### src/dri_pkg.sv
// Shared constants and helper functions of the dead reckoning integrator.
`default_nettype none
package dri_pkg;

  // Configuration port layout and register indexes.
  localparam int CFG_IDX_W = 8;
  localparam int CFG_DATA_W = 32;
  localparam logic [CFG_IDX_W-1:0] CFG_REVERSE_RATE = 8'd0;
  localparam logic [CFG_IDX_W-1:0] CFG_STOP_THRESHOLD = 8'd1;
  localparam logic [30:0] STOP_THRESHOLD_RESET = 31'd655;

  // Angle constants in Q8.24 and the rotator gain in Q2.30.
  localparam int ANG_W = 34;
  localparam logic signed [ANG_W-1:0] TWO_PI = 34'sd105414357;
  localparam logic signed [ANG_W-1:0] PI_VAL = 34'sd52707179;
  localparam logic signed [ANG_W-1:0] HALF_PI = 34'sd26353589;
  localparam logic signed [ANG_W-1:0] CORDIC_GAIN = 34'sd652032874;

  // Operand width of the serial multiplier and of its product.
  localparam int MUL_W = 34;
  localparam int PROD_W = 2 * MUL_W;

  // Arctangent table in Q2.30, one entry per rotation step.
  function automatic logic [29:0] atan_q30(input logic [4:0] idx);
    logic [29:0] v;
    begin
      case (idx)
        5'd0: v = 30'd843314857;
        5'd1: v = 30'd497837829;
        5'd2: v = 30'd263043837;
        5'd3: v = 30'd133525159;
        5'd4: v = 30'd67021687;
        5'd5: v = 30'd33543516;
        5'd6: v = 30'd16775851;
        5'd7: v = 30'd8388437;
        5'd8: v = 30'd4194283;
        5'd9: v = 30'd2097149;
        5'd10: v = 30'd1048576;
        5'd11: v = 30'd524288;
        5'd12: v = 30'd262144;
        5'd13: v = 30'd131072;
        5'd14: v = 30'd65536;
        5'd15: v = 30'd32768;
        5'd16: v = 30'd16384;
        5'd17: v = 30'd8192;
        5'd18: v = 30'd4096;
        5'd19: v = 30'd2048;
        5'd20: v = 30'd1024;
        5'd21: v = 30'd512;
        5'd22: v = 30'd256;
        5'd23: v = 30'd128;
        5'd24: v = 30'd64;
        5'd25: v = 30'd32;
        5'd26: v = 30'd16;
        5'd27: v = 30'd8;
        5'd28: v = 30'd4;
        5'd29: v = 30'd2;
        5'd30: v = 30'd1;
        default: v = 30'd0;
      endcase
      return v;
    end
  endfunction

  // Multiple of two pi subtracted in one step of the angle reduction.
  function automatic logic signed [ANG_W-1:0] reduce_step(input logic [2:0] k);
    logic signed [ANG_W-1:0] v;
    begin
      v = TWO_PI <<< k;
      return v;
    end
  endfunction

  // Saturate a signed value to 32 bits.
  function automatic logic signed [31:0] sat32(input logic signed [39:0] v);
    logic signed [31:0] r;
    begin
      if (v > 40'sd2147483647) begin
        r = 32'sh7fffffff;
      end else if (v < -40'sd2147483648) begin
        r = 32'sh80000000;
      end else begin
        r = v[31:0];
      end
      return r;
    end
  endfunction

  // Saturating 64-bit signed add.
  function automatic logic signed [63:0] sat_add64(input logic signed [63:0] a,
                                                   input logic signed [63:0] b);
    logic signed [64:0] s;
    logic signed [63:0] r;
    begin
      s = {a[63], a} + {b[63], b};
      if (s[64] != s[63]) begin
        r = s[64] ? 64'sh8000000000000000 : 64'sh7fffffffffffffff;
      end else begin
        r = s[63:0];
      end
      return r;
    end
  endfunction

endpackage
`default_nettype wire

### src/dri_if.sv
// Channel interfaces of the dead reckoning integrator: samples, results, configuration.
`default_nettype none

interface dri_in_if;
  logic valid;
  logic ready;
  logic signed [31:0] raw_yaw_rate;
  logic signed [31:0] speed;
  logic signed [31:0] heading;
  logic signed [31:0] moving_offset;
  logic signed [31:0] stop_offset;
  logic moving_offset_valid;
  logic speed_valid;
  logic heading_valid;
  logic [31:0] sample_time;

  modport source (output valid, raw_yaw_rate, speed, heading, moving_offset,
                  stop_offset, moving_offset_valid, speed_valid, heading_valid,
                  sample_time, input ready);
  modport sink (input valid, raw_yaw_rate, speed, heading, moving_offset,
                stop_offset, moving_offset_valid, speed_valid, heading_valid,
                sample_time, output ready);
endinterface

interface dri_out_if;
  logic valid;
  logic ready;
  logic signed [31:0] yaw_rate;
  logic signed [31:0] vel_east;
  logic signed [31:0] vel_north;
  logic signed [63:0] pos_east;
  logic signed [63:0] pos_north;
  logic signed [31:0] heading_out;

  modport source (output valid, yaw_rate, vel_east, vel_north, pos_east, pos_north,
                  heading_out, input ready);
  modport sink (input valid, yaw_rate, vel_east, vel_north, pos_east, pos_north,
                heading_out, output ready);
endinterface

interface dri_cfg_if;
  logic valid;
  logic ready;
  logic [7:0] index;
  logic [31:0] data;

  modport source (output valid, index, data, input ready);
  modport sink (input valid, index, data, output ready);
endinterface

`default_nettype wire

### src/dead_reckoning_integrator_unit.sv
// Top level of the dead reckoning integrator: yaw correction, velocity and position.
//
//   channel     role   handshake      payload
//   sample_in   sink   valid/ready    IMU sample, speed, heading, offsets, flags, time
//   result_out  source valid/ready    yaw rate, velocities, positions, heading
//   cfg_wr      sink   valid/ready    register index and write data, ready out of reset
//
// A result is loaded after its sample passes through a yaw step, six reduction steps, a
// fold step, the rotations, and two passes of bit-serial multipliers (velocity, then
// position) with their start states. The input opens again in the cycle after the result
// is loaded, so the block works on one sample at a time; a finished result waits in the
// output register meanwhile. Reset is synchronous.
// A stalled output holds the engine in its final state until the result is taken.
`default_nettype none
module dead_reckoning_integrator_unit #(
  parameter int CORDIC_STEPS = 24
) (
  input wire logic clk,
  input wire logic rst,
  dri_in_if.sink sample_in,
  dri_out_if.source result_out,
  dri_cfg_if.sink cfg_wr
);
  import dri_pkg::*;

  typedef enum logic [1:0] {PH_IDLE, PH_ARMED, PH_RUN} phase_t;
  typedef enum logic [2:0] {
    ST_IDLE, ST_PREP, ST_TRIG, ST_VSTART, ST_VWAIT, ST_PSTART, ST_PWAIT, ST_DONE
  } state_t;

  state_t state;
  phase_t start_phase;
  phase_t phase_next;
  logic reverse_rate;
  logic [30:0] stop_speed_threshold;
  logic seen_sample;
  logic [31:0] last_time;
  logic signed [31:0] east_velocity_held;
  logic signed [31:0] north_velocity_held;
  logic signed [63:0] east_position;
  logic signed [63:0] north_position;

  // Latched sample.
  logic signed [31:0] raw_q;
  logic signed [31:0] speed_q;
  logic signed [31:0] heading_q;
  logic signed [31:0] mov_off_q;
  logic signed [31:0] stop_off_q;
  logic mov_valid_q;
  logic run_q;
  logic pos_en_q;
  logic [31:0] dt_q;
  logic signed [31:0] yaw_q;

  logic accept;
  logic out_free;
  logic moving;
  logic signed [33:0] rate;
  logic signed [33:0] rate_sum;

  logic trig_done;
  logic signed [ANG_W-1:0] sin_q;
  logic signed [ANG_W-1:0] cos_q;
  logic mul_start;
  logic signed [MUL_W-1:0] mul_a_e;
  logic signed [MUL_W-1:0] mul_a_n;
  logic signed [MUL_W-1:0] mul_b_e;
  logic signed [MUL_W-1:0] mul_b_n;
  logic mul_e_done;
  logic mul_n_done;
  logic signed [PROD_W-1:0] prod_e;
  logic signed [PROD_W-1:0] prod_n;
  logic signed [39:0] vel_e_wide;
  logic signed [39:0] vel_n_wide;

  assign accept = sample_in.valid && sample_in.ready;
  assign sample_in.ready = (state == ST_IDLE) && !rst;
  assign cfg_wr.ready = !rst;
  assign out_free = !result_out.valid || result_out.ready;

  // Start sequence: armed once both estimators are valid, running one sample later.
  always_comb begin
    phase_next = start_phase;
    unique case (start_phase)
      PH_IDLE: begin
        if (sample_in.speed_valid && sample_in.heading_valid) begin
          phase_next = PH_ARMED;
        end
      end
      PH_ARMED: phase_next = PH_RUN;
      default: phase_next = start_phase;
    endcase
  end

  // Yaw rate: optional sign flip, then moving or standstill offset.
  always_comb begin
    moving = ($signed({speed_q[31], speed_q}) > $signed({2'b00, stop_speed_threshold}))
             && mov_valid_q;
    rate = reverse_rate ? -34'(raw_q) : 34'(raw_q);
    rate_sum = rate + (moving ? 34'(mov_off_q) : 34'(stop_off_q));
  end

  // Velocity rounding: (speed * trig + 2^29) >> 30.
  always_comb begin
    vel_e_wide = 40'((prod_e + PROD_W'(1 << 29)) >>> 30);
    vel_n_wide = 40'((prod_n + PROD_W'(1 << 29)) >>> 30);
  end

  // Multiplier operands: speed by trig first, then held velocity by time delta.
  assign mul_start = (state == ST_VSTART) || (state == ST_PSTART);
  always_comb begin
    if (state == ST_VSTART) begin
      mul_a_e = MUL_W'(speed_q);
      mul_a_n = MUL_W'(speed_q);
      mul_b_e = sin_q;
      mul_b_n = cos_q;
    end else begin
      mul_a_e = MUL_W'(east_velocity_held);
      mul_a_n = MUL_W'(north_velocity_held);
      mul_b_e = $signed({2'b00, dt_q});
      mul_b_n = $signed({2'b00, dt_q});
    end
  end

  dri_sincos #(.STEPS(CORDIC_STEPS)) u_sincos (
    .clk(clk),
    .rst(rst),
    .start(state == ST_PREP),
    .heading(heading_q),
    .done(trig_done),
    .sin_q(sin_q),
    .cos_q(cos_q)
  );

  dri_serial_mul u_mul_east (
    .clk(clk),
    .rst(rst),
    .start(mul_start),
    .a(mul_a_e),
    .b(mul_b_e),
    .done(mul_e_done),
    .product(prod_e)
  );

  dri_serial_mul u_mul_north (
    .clk(clk),
    .rst(rst),
    .start(mul_start),
    .a(mul_a_n),
    .b(mul_b_n),
    .done(mul_n_done),
    .product(prod_n)
  );

  // Configuration registers.
  always_ff @(posedge clk) begin
    if (rst) begin
      reverse_rate <= 1'b0;
      stop_speed_threshold <= STOP_THRESHOLD_RESET;
    end else if (cfg_wr.valid && cfg_wr.ready) begin
      if (cfg_wr.index == CFG_REVERSE_RATE) begin
        reverse_rate <= cfg_wr.data[0];
      end else if (cfg_wr.index == CFG_STOP_THRESHOLD) begin
        stop_speed_threshold <= cfg_wr.data[30:0];
      end
    end
  end

  // Sequencer, integration state and output register.
  always_ff @(posedge clk) begin
    if (rst) begin
      state <= ST_IDLE;
      start_phase <= PH_IDLE;
      seen_sample <= 1'b0;
      last_time <= '0;
      east_velocity_held <= '0;
      north_velocity_held <= '0;
      east_position <= '0;
      north_position <= '0;
      result_out.valid <= 1'b0;
    end else begin
      // The final state reloads the output register itself when it is taken.
      if (result_out.valid && result_out.ready && state != ST_DONE) begin
        result_out.valid <= 1'b0;
      end
      unique case (state)
        ST_IDLE: begin
          if (accept) begin
            raw_q <= sample_in.raw_yaw_rate;
            speed_q <= sample_in.speed;
            heading_q <= sample_in.heading;
            mov_off_q <= sample_in.moving_offset;
            stop_off_q <= sample_in.stop_offset;
            mov_valid_q <= sample_in.moving_offset_valid;
            start_phase <= phase_next;
            run_q <= (phase_next == PH_RUN);
            pos_en_q <= (phase_next == PH_RUN) && (sample_in.speed > 32'sd0) && seen_sample;
            dt_q <= sample_in.sample_time - last_time;
            last_time <= sample_in.sample_time;
            seen_sample <= 1'b1;
            state <= ST_PREP;
          end
        end
        ST_PREP: begin
          yaw_q <= sat32(40'(rate_sum));
          state <= ST_TRIG;
        end
        ST_TRIG: begin
          if (trig_done) begin
            state <= ST_VSTART;
          end
        end
        ST_VSTART: state <= ST_VWAIT;
        ST_VWAIT: begin
          if (mul_e_done) begin
            if (run_q) begin
              east_velocity_held <= sat32(vel_e_wide);
              north_velocity_held <= sat32(vel_n_wide);
            end
            state <= ST_PSTART;
          end
        end
        ST_PSTART: state <= ST_PWAIT;
        ST_PWAIT: begin
          if (mul_e_done) begin
            if (pos_en_q) begin
              east_position <= sat_add64(east_position, prod_e[63:0]);
              north_position <= sat_add64(north_position, prod_n[63:0]);
            end
            state <= ST_DONE;
          end
        end
        ST_DONE: begin
          if (out_free) begin
            result_out.valid <= 1'b1;
            result_out.yaw_rate <= yaw_q;
            result_out.vel_east <= east_velocity_held;
            result_out.vel_north <= north_velocity_held;
            result_out.pos_east <= east_position;
            result_out.pos_north <= north_position;
            result_out.heading_out <= heading_q;
            state <= ST_IDLE;
          end
        end
        default: state <= ST_IDLE;
      endcase
    end
  end

`ifndef SYNTHESIS
  // A taken sample closes the input until its result is loaded.
  a_single_item: assert property (@(posedge clk) disable iff (rst)
    accept |=> !sample_in.ready)
    else $error("input accepted while a sample is in work");

  // A new result appears only from the final state of the sequencer.
  a_result_source: assert property (@(posedge clk) disable iff (rst)
    $rose(result_out.valid) |-> $past(state) == ST_DONE)
    else $error("result raised outside the final state");

  // Both serial multipliers run in lock step.
  a_mul_lockstep: assert property (@(posedge clk) disable iff (rst)
    mul_e_done == mul_n_done)
    else $error("multipliers out of step");
`endif

endmodule
`default_nettype wire

### src/dri_serial_mul.sv
// Bit-serial signed multiplier: one multiplier bit per cycle, shift-add.
`default_nettype none
module dri_serial_mul (
  input  wire logic clk,
  input  wire logic rst,
  input  wire logic start,
  input  wire logic signed [dri_pkg::MUL_W-1:0] a,
  input  wire logic signed [dri_pkg::MUL_W-1:0] b,
  output logic done,
  output logic signed [dri_pkg::PROD_W-1:0] product
);
  import dri_pkg::*;

  localparam int CNT_W = $clog2(MUL_W);
  localparam logic [CNT_W-1:0] LAST = CNT_W'(MUL_W - 1);

  logic busy;
  logic [CNT_W-1:0] cnt;
  logic signed [MUL_W+1:0] acc;
  logic signed [MUL_W+1:0] mcand;
  logic [MUL_W-1:0] bsr;
  logic [MUL_W-1:0] lo;
  logic signed [MUL_W+1:0] addend;
  logic signed [MUL_W+1:0] sum;

  // The sign bit of the multiplier carries negative weight.
  always_comb begin
    if (!bsr[0]) begin
      addend = '0;
    end else if (cnt == LAST) begin
      addend = -mcand;
    end else begin
      addend = mcand;
    end
    sum = acc + addend;
  end

  // Accumulate the upper half and shift finished low bits into lo.
  always_ff @(posedge clk) begin
    if (rst) begin
      busy <= 1'b0;
      done <= 1'b0;
      cnt <= '0;
    end else begin
      done <= 1'b0;
      if (start) begin
        busy <= 1'b1;
        cnt <= '0;
        acc <= '0;
        lo <= '0;
        bsr <= b;
        mcand <= {{2{a[MUL_W-1]}}, a};
      end else if (busy) begin
        acc <= sum >>> 1;
        lo <= {sum[0], lo[MUL_W-1:1]};
        bsr <= bsr >> 1;
        cnt <= cnt + 1'b1;
        if (cnt == LAST) begin
          busy <= 1'b0;
          done <= 1'b1;
        end
      end
    end
  end

  assign product = {acc[MUL_W-1:0], lo};

endmodule
`default_nettype wire

### src/dri_sincos.sv
// Heading reduction and iterative CORDIC rotator giving sine and cosine in Q2.30.
`default_nettype none
module dri_sincos #(
  parameter int STEPS = 24
) (
  input  wire logic clk,
  input  wire logic rst,
  input  wire logic start,
  input  wire logic signed [31:0] heading,
  output logic done,
  output logic signed [dri_pkg::ANG_W-1:0] sin_q,
  output logic signed [dri_pkg::ANG_W-1:0] cos_q
);
  import dri_pkg::*;

  localparam logic [5:0] LAST = 6'(STEPS - 1);

  typedef enum logic [1:0] {S_IDLE, S_RED, S_FOLD, S_ROT} state_t;

  state_t state;
  logic [2:0] k;
  logic [5:0] cnt;
  logic neg;
  logic signed [ANG_W-1:0] r;
  logic signed [ANG_W-1:0] x;
  logic signed [ANG_W-1:0] y;
  logic signed [ANG_W-1:0] z;
  logic signed [ANG_W-1:0] r1;
  logic signed [ANG_W-1:0] r2;
  logic neg_next;
  logic signed [ANG_W-1:0] step_val;
  logic signed [ANG_W-1:0] dx;
  logic signed [ANG_W-1:0] dy;
  logic signed [ANG_W-1:0] at;

  // Fold the reduced angle into [-pi/2, pi/2].
  always_comb begin
    r1 = (r > PI_VAL) ? r - TWO_PI : r;
    r2 = r1;
    neg_next = 1'b0;
    if (r1 > HALF_PI) begin
      r2 = r1 - PI_VAL;
      neg_next = 1'b1;
    end else if (r1 < -HALF_PI) begin
      r2 = r1 + PI_VAL;
      neg_next = 1'b1;
    end
  end

  assign step_val = reduce_step(k);
  assign dx = y >>> cnt[4:0];
  assign dy = x >>> cnt[4:0];
  assign at = $signed({4'b0000, atan_q30(cnt[4:0])});

  // One reduction step or one rotation per cycle.
  always_ff @(posedge clk) begin
    if (rst) begin
      state <= S_IDLE;
      done <= 1'b0;
      k <= '0;
      cnt <= '0;
    end else begin
      done <= 1'b0;
      unique case (state)
        S_IDLE: begin
          if (start) begin
            // A negative heading is lifted by 32 turns so that floor modulo stays positive.
            r <= heading[31] ? 34'(heading) + reduce_step(3'd5) : 34'(heading);
            k <= 3'd5;
            state <= S_RED;
          end
        end
        S_RED: begin
          if (r >= step_val) begin
            r <= r - step_val;
          end
          if (k == 3'd0) begin
            state <= S_FOLD;
          end else begin
            k <= k - 1'b1;
          end
        end
        S_FOLD: begin
          z <= r2 <<< 6;
          neg <= neg_next;
          x <= CORDIC_GAIN;
          y <= '0;
          cnt <= '0;
          state <= S_ROT;
        end
        S_ROT: begin
          if (!z[ANG_W-1]) begin
            x <= x - dx;
            y <= y + dy;
            z <= z - at;
          end else begin
            x <= x + dx;
            y <= y - dy;
            z <= z + at;
          end
          cnt <= cnt + 1'b1;
          if (cnt == LAST) begin
            state <= S_IDLE;
            done <= 1'b1;
          end
        end
        default: state <= S_IDLE;
      endcase
    end
  end

  assign sin_q = neg ? -y : y;
  assign cos_q = neg ? -x : x;

endmodule
`default_nettype wire

### src/flat_wrapper.sv
// flat-port wrapper written by rule: the top's interface ports become plain ports
module dead_reckoning_integrator_unit_flat import dri_pkg::*;
#(
  parameter int CORDIC_STEPS = 24
)
  (clk, rst, sample_in_valid, sample_in_raw_yaw_rate, sample_in_speed, sample_in_heading, sample_in_moving_offset, sample_in_stop_offset, sample_in_moving_offset_valid, sample_in_speed_valid, sample_in_heading_valid, sample_in_sample_time, sample_in_ready, result_out_valid, result_out_yaw_rate, result_out_vel_east, result_out_vel_north, result_out_pos_east, result_out_pos_north, result_out_heading_out, result_out_ready, cfg_wr_valid, cfg_wr_index, cfg_wr_data, cfg_wr_ready);
  dri_in_if sample_in_i ();
  dri_out_if result_out_i ();
  dri_cfg_if cfg_wr_i ();
  input wire logic clk;
  input wire logic rst;
  input wire logic [$bits(sample_in_i.valid)-1:0] sample_in_valid;
  input wire logic [$bits(sample_in_i.raw_yaw_rate)-1:0] sample_in_raw_yaw_rate;
  input wire logic [$bits(sample_in_i.speed)-1:0] sample_in_speed;
  input wire logic [$bits(sample_in_i.heading)-1:0] sample_in_heading;
  input wire logic [$bits(sample_in_i.moving_offset)-1:0] sample_in_moving_offset;
  input wire logic [$bits(sample_in_i.stop_offset)-1:0] sample_in_stop_offset;
  input wire logic [$bits(sample_in_i.moving_offset_valid)-1:0] sample_in_moving_offset_valid;
  input wire logic [$bits(sample_in_i.speed_valid)-1:0] sample_in_speed_valid;
  input wire logic [$bits(sample_in_i.heading_valid)-1:0] sample_in_heading_valid;
  input wire logic [$bits(sample_in_i.sample_time)-1:0] sample_in_sample_time;
  output wire logic [$bits(sample_in_i.ready)-1:0] sample_in_ready;
  output wire logic [$bits(result_out_i.valid)-1:0] result_out_valid;
  output wire logic [$bits(result_out_i.yaw_rate)-1:0] result_out_yaw_rate;
  output wire logic [$bits(result_out_i.vel_east)-1:0] result_out_vel_east;
  output wire logic [$bits(result_out_i.vel_north)-1:0] result_out_vel_north;
  output wire logic [$bits(result_out_i.pos_east)-1:0] result_out_pos_east;
  output wire logic [$bits(result_out_i.pos_north)-1:0] result_out_pos_north;
  output wire logic [$bits(result_out_i.heading_out)-1:0] result_out_heading_out;
  input wire logic [$bits(result_out_i.ready)-1:0] result_out_ready;
  input wire logic [$bits(cfg_wr_i.valid)-1:0] cfg_wr_valid;
  input wire logic [$bits(cfg_wr_i.index)-1:0] cfg_wr_index;
  input wire logic [$bits(cfg_wr_i.data)-1:0] cfg_wr_data;
  output wire logic [$bits(cfg_wr_i.ready)-1:0] cfg_wr_ready;
  assign sample_in_i.valid = sample_in_valid;
  assign sample_in_i.raw_yaw_rate = sample_in_raw_yaw_rate;
  assign sample_in_i.speed = sample_in_speed;
  assign sample_in_i.heading = sample_in_heading;
  assign sample_in_i.moving_offset = sample_in_moving_offset;
  assign sample_in_i.stop_offset = sample_in_stop_offset;
  assign sample_in_i.moving_offset_valid = sample_in_moving_offset_valid;
  assign sample_in_i.speed_valid = sample_in_speed_valid;
  assign sample_in_i.heading_valid = sample_in_heading_valid;
  assign sample_in_i.sample_time = sample_in_sample_time;
  assign sample_in_ready = sample_in_i.ready;
  assign result_out_valid = result_out_i.valid;
  assign result_out_yaw_rate = result_out_i.yaw_rate;
  assign result_out_vel_east = result_out_i.vel_east;
  assign result_out_vel_north = result_out_i.vel_north;
  assign result_out_pos_east = result_out_i.pos_east;
  assign result_out_pos_north = result_out_i.pos_north;
  assign result_out_heading_out = result_out_i.heading_out;
  assign result_out_i.ready = result_out_ready;
  assign cfg_wr_i.valid = cfg_wr_valid;
  assign cfg_wr_i.index = cfg_wr_index;
  assign cfg_wr_i.data = cfg_wr_data;
  assign cfg_wr_ready = cfg_wr_i.ready;
  dead_reckoning_integrator_unit #(.CORDIC_STEPS(CORDIC_STEPS)) u_core (.clk(clk), .rst(rst), .sample_in(sample_in_i), .result_out(result_out_i), .cfg_wr(cfg_wr_i));
endmodule
### config.mk
export PLATFORM = sky130hd
export DESIGN_NAME = dead_reckoning_integrator_unit_flat
export DESIGN_NICKNAME = d
export VERILOG_FILES = /design/src/dri_pkg.sv /design/src/dri_if.sv /design/src/dead_reckoning_integrator_unit.sv /design/src/dri_serial_mul.sv /design/src/dri_sincos.sv /design/src/flat_wrapper.sv
export SDC_FILE = /design/constraint.sdc
export NUM_CORES = 2
export LEC_CHECK = 0
export BUFFER_PORTS_ARGS = -buffer_cell sky130_fd_sc_hd__buf_2
export CAP_MARGIN = 10
export CORE_MARGIN = 2
export CORE_UTILIZATION = 30
export CTS_CLUSTER_DIAMETER = 80
export CTS_CLUSTER_SIZE = 40
export DETAILED_ROUTE_END_ITERATION = 6
export HOLD_SLACK_MARGIN = 0.02
export SLEW_MARGIN = 40
export SYNTH_ARGS = -nofsm -noshare
export SYNTH_HDL_FRONTEND = slang
export SYNTH_SLANG_ARGS = --single-unit
### constraint.sdc
create_clock -name clk -period 24.2 [get_ports clk]
set_clock_uncertainty 0.1 [all_clocks]
set_input_delay 4.84 -clock clk [delete_from_list [all_inputs] [get_ports clk]]
set_output_delay 4.84 -clock clk [all_outputs]
set_load 0.03 [all_outputs]
==> reports/results.txt <==
Max Cap Violations = 0
num ports = 499
Hold Path End = u_core.result_out.yaw_rate[22]$_DFFE_PP_
sw frac = 35.5%
most common cell after layout, fill and taps aside = edfxtp_1
largest net degree at the start of global routing = 142
number of global-route vias before repair = 62768
share of cells above drive strength 1 = 12.1%
crit end category = output pin
Synth Area in Adders = 9.10%
Die X = 519 um
hold buffer count at CTS = 0
synthesis-to-finish area growth = 12.7%
Clock Sink Count = 1210
reg2reg end = u_core.yaw_q[17]$_SDFFCE_PN1P_
Initial DRT Pass Iterations = 6
part of the cycle the worst path needs = 45.0%
Iteration-0 DRC Markers = 5183
routability cong. = 0.932
setup_tns = 0 ns
HP Start = u_core.yaw_q[22]$_SDFFCE_PN1P_
fraction of registers with async set or reset after synthesis = 0%
#FFs+latches synth = 1210
antenna violations before repair = 23
cell depth of the worst hold path = 0
DRC = 0
Syn. warnings = 0
insertion delay to the later sink of the worst-skew pair = 0.83 ns
Mapped Nets = 8982
Final Slew Violations = 0
largest family of logic cells by synthesized area = compound AO/OA/AOI/OAI gates
crit path time final = 10.88 ns
status = completed
RSZ-0062 raised after global routing = no
# H-tree levels = 3
Total GRT Usage = 17.3%
startpoint types = input pin
Int Pwr = 3770 uW
metal3 WL = 15.3 mm
Starting Density = 30.1%
CTS buffer count = 92
first-pass GRT wire length = 372 mm
cell area after synthesis = 79600 um2
clk buf depth = 3
CTS tree = built
row cnt = 189
Clock Pin Slew Worst Setup and Hold Paths = 0.08 ns
critical path class = input pin to output pin
final core utilization = 33.9%
Post-Layout Inst Area = 89700 um2
Slew headroom = 37.8%
FF-to-FF path depth = 25
metal2 WL = 113 mm
Critical Path Fanout Max = 36
die area = 269000 um2
CTS root buffer = clkbuf_16
mux cell area share after synthesis = 4.44%
top layer used by detailed routing = met5
post-synthesis simple-gate area fraction = 14.7%
average wire per standard cell = 20.0 um
Netlist cell types = 107
Max IR drop VDD = 0.0807 mV
DRT Wirelength = 243 mm
P_sw = 2080 uW
Crit path required time = 19.26 ns
min-delay worst type = flop to flop
Buffers on Ports = 497
via count = 64986
Syn Inst Count = 8268
Final Hold Viols = 0
CORE AREA = 265000 um2
FMAX = 91.9 MHz
GRT Residual Overflow = 0
Avg Synthesized Cell Area = 9.63 um2
post-CTS sizing = 0
Post-Synth XOR/XNOR Area = 7.91%
Post-synth EDFFs = 890
RR Startpoint = u_core.speed_q[9]$_DFFE_PP_
placed cell area = 85700 um2
setup violators final = 0
worst-margin pin slew = 0.921 ns
compound-gate portion of the synthesized area = 18.9%
Worst EP arrival = 5.94 ns
met1 WL = 106 mm
sequential share of the synthesized area = 41.6%
buffer count from post-CTS setup fixing = 0
hold slack = 0.302 ns
Gate power share = 26.8%
via/cell ratio = 5.36
Lkg Pwr = 0.0336 uW
Primary FF master, synth = edfxtp_1
Flop pwr share = 41.8%
ANT nets after route = 0
# nets final = 9229
Pwr per Cell Area = 65.2 nW/um2
die height = 519 um
R2R setup slack = 15.16 ns
clock share of power = 31.4%
HPWL after detailed placement = 183 mm
commonest cells after routing, fill and taps aside = edfxtp_1, nand2_1, a21oi_1, o21ai_0, nor2_1
-- worst max path at each step --
stage	slack [ns]	cells past startpoint	end	start
6_report	13.32	3	sample_in_ready	rst
5_1_grt	13.38	3	sample_in_ready	rst
4_1_cts	13.34	3	sample_in_ready	rst
3_5_place_dp	13.34	3	sample_in_ready	rst
3_3_place_gp	13.02	3	sample_in_ready	rst
2_1_floorplan	0.26	4	u_core.result_out.heading_out[0]$_DFFE_PP_	rst
-- stage by stage --
stage | total power [uW] | setup slack, ns | std cells
after floorplan | 3630 | 0.258 | 8268
after global placement | 4000 | 13.02 | 11945
after detailed placement | 4040 | 13.34 | 11950
after CTS | 5890 | 13.34 | 12124
after global routing | 6160 | 13.38 | 12128
final | 5850 | 13.32 | 12135
-- worst max-delay path: stages --
cell and delay, ns:
buf_6 0.21, nor4_4 0.55, buf_2 0.32
-- synth_stat cells, types with 78 or more instances --
| library cell | count | area, um2 |
|---|---|---|
| nand2b_1 | 104 | 651 |
| xnor2_1 | 401 | 3510 |
| o21ai_0 | 621 | 3110 |
| clkbuf_1 | 323 | 1210 |
| nor2_1 | 594 | 2230 |
| maj3_1 | 124 | 1240 |
| and2_1 | 105 | 657 |
| xor2_1 | 314 | 2750 |
| o31ai_1 | 105 | 788 |
| mux4_2 | 94 | 2120 |
| a31oi_1 | 85 | 532 |
| nand4_1 | 96 | 601 |
| nor3_1 | 160 | 801 |
| a21o_1 | 206 | 1550 |
| and3_1 | 140 | 876 |
| edfxtp_1 | 890 | 26700 |
| inv_1 | 250 | 938 |
| nor2b_1 | 79 | 494 |
| a21oi_1 | 728 | 3640 |
| a211oi_1 | 78 | 586 |
| ha_1 | 464 | 5810 |
| nand2_1 | 742 | 2790 |
| dfxtp_1 | 320 | 6410 |
| nand3_1 | 135 | 676 |
-- power groups by stage --
stage / clock (uW) / combinational [uW] / sequential, uW
2_1_floorplan: 0 / 1210 / 2420
3_3_place_gp: 0 / 1510 / 2490
3_5_place_dp: 0 / 1540 / 2490
4_1_cts: 1890 / 1560 / 2440
5_1_grt: 1970 / 1730 / 2460
6_report: 1840 / 1570 / 2450
-- area by class of cell --
type	instances	area, um2
multi-input cells	6381	44100
diodes	7	17.5
fillers	26803	175000
repair buffers	574	3240
inverters	256	978
well taps	3533	4420
clock buffers	94	2310
flip-flops and latches	1210	33100
clock inverters	80	1520
-- kinds of logic (layout without fill, tap and decap cells) --
| group | after synthesis | after routing |
|---|---|---|
| DFF | 1210 | 1210 |
| muxes | 228 | 228 |
| other | 0 | 7 |
| AOI/OAI and AO/OA | 2411 | 2411 |
| adders and majority gates | 598 | 598 |
| buffers and inverters | 677 | 1004 |
| xor gates and xnor gates | 717 | 717 |
| and+or+nand+nor | 2427 | 2427 |
-- sequential cells by signal (all words and copies together) (netlist names), 35 cells and up --
name	count
u_core.east_position	64
u_core.north_position	64
u_core.result_out.pos_east	64
u_core.result_out.pos_north	64
u_core.u_mul_east.acc	35
u_core.u_mul_north.acc	35
-- layer usage --
metal | vias up | GRT usage [%]
met5 | - | 0
met4 | 16 | 6.06
met3 | 348 | 2.83
met2 | 1949 | 28.7
met1 | 31474 | 22.8
li1 | 31199 | -
Power figures use the tool's default switching activity.
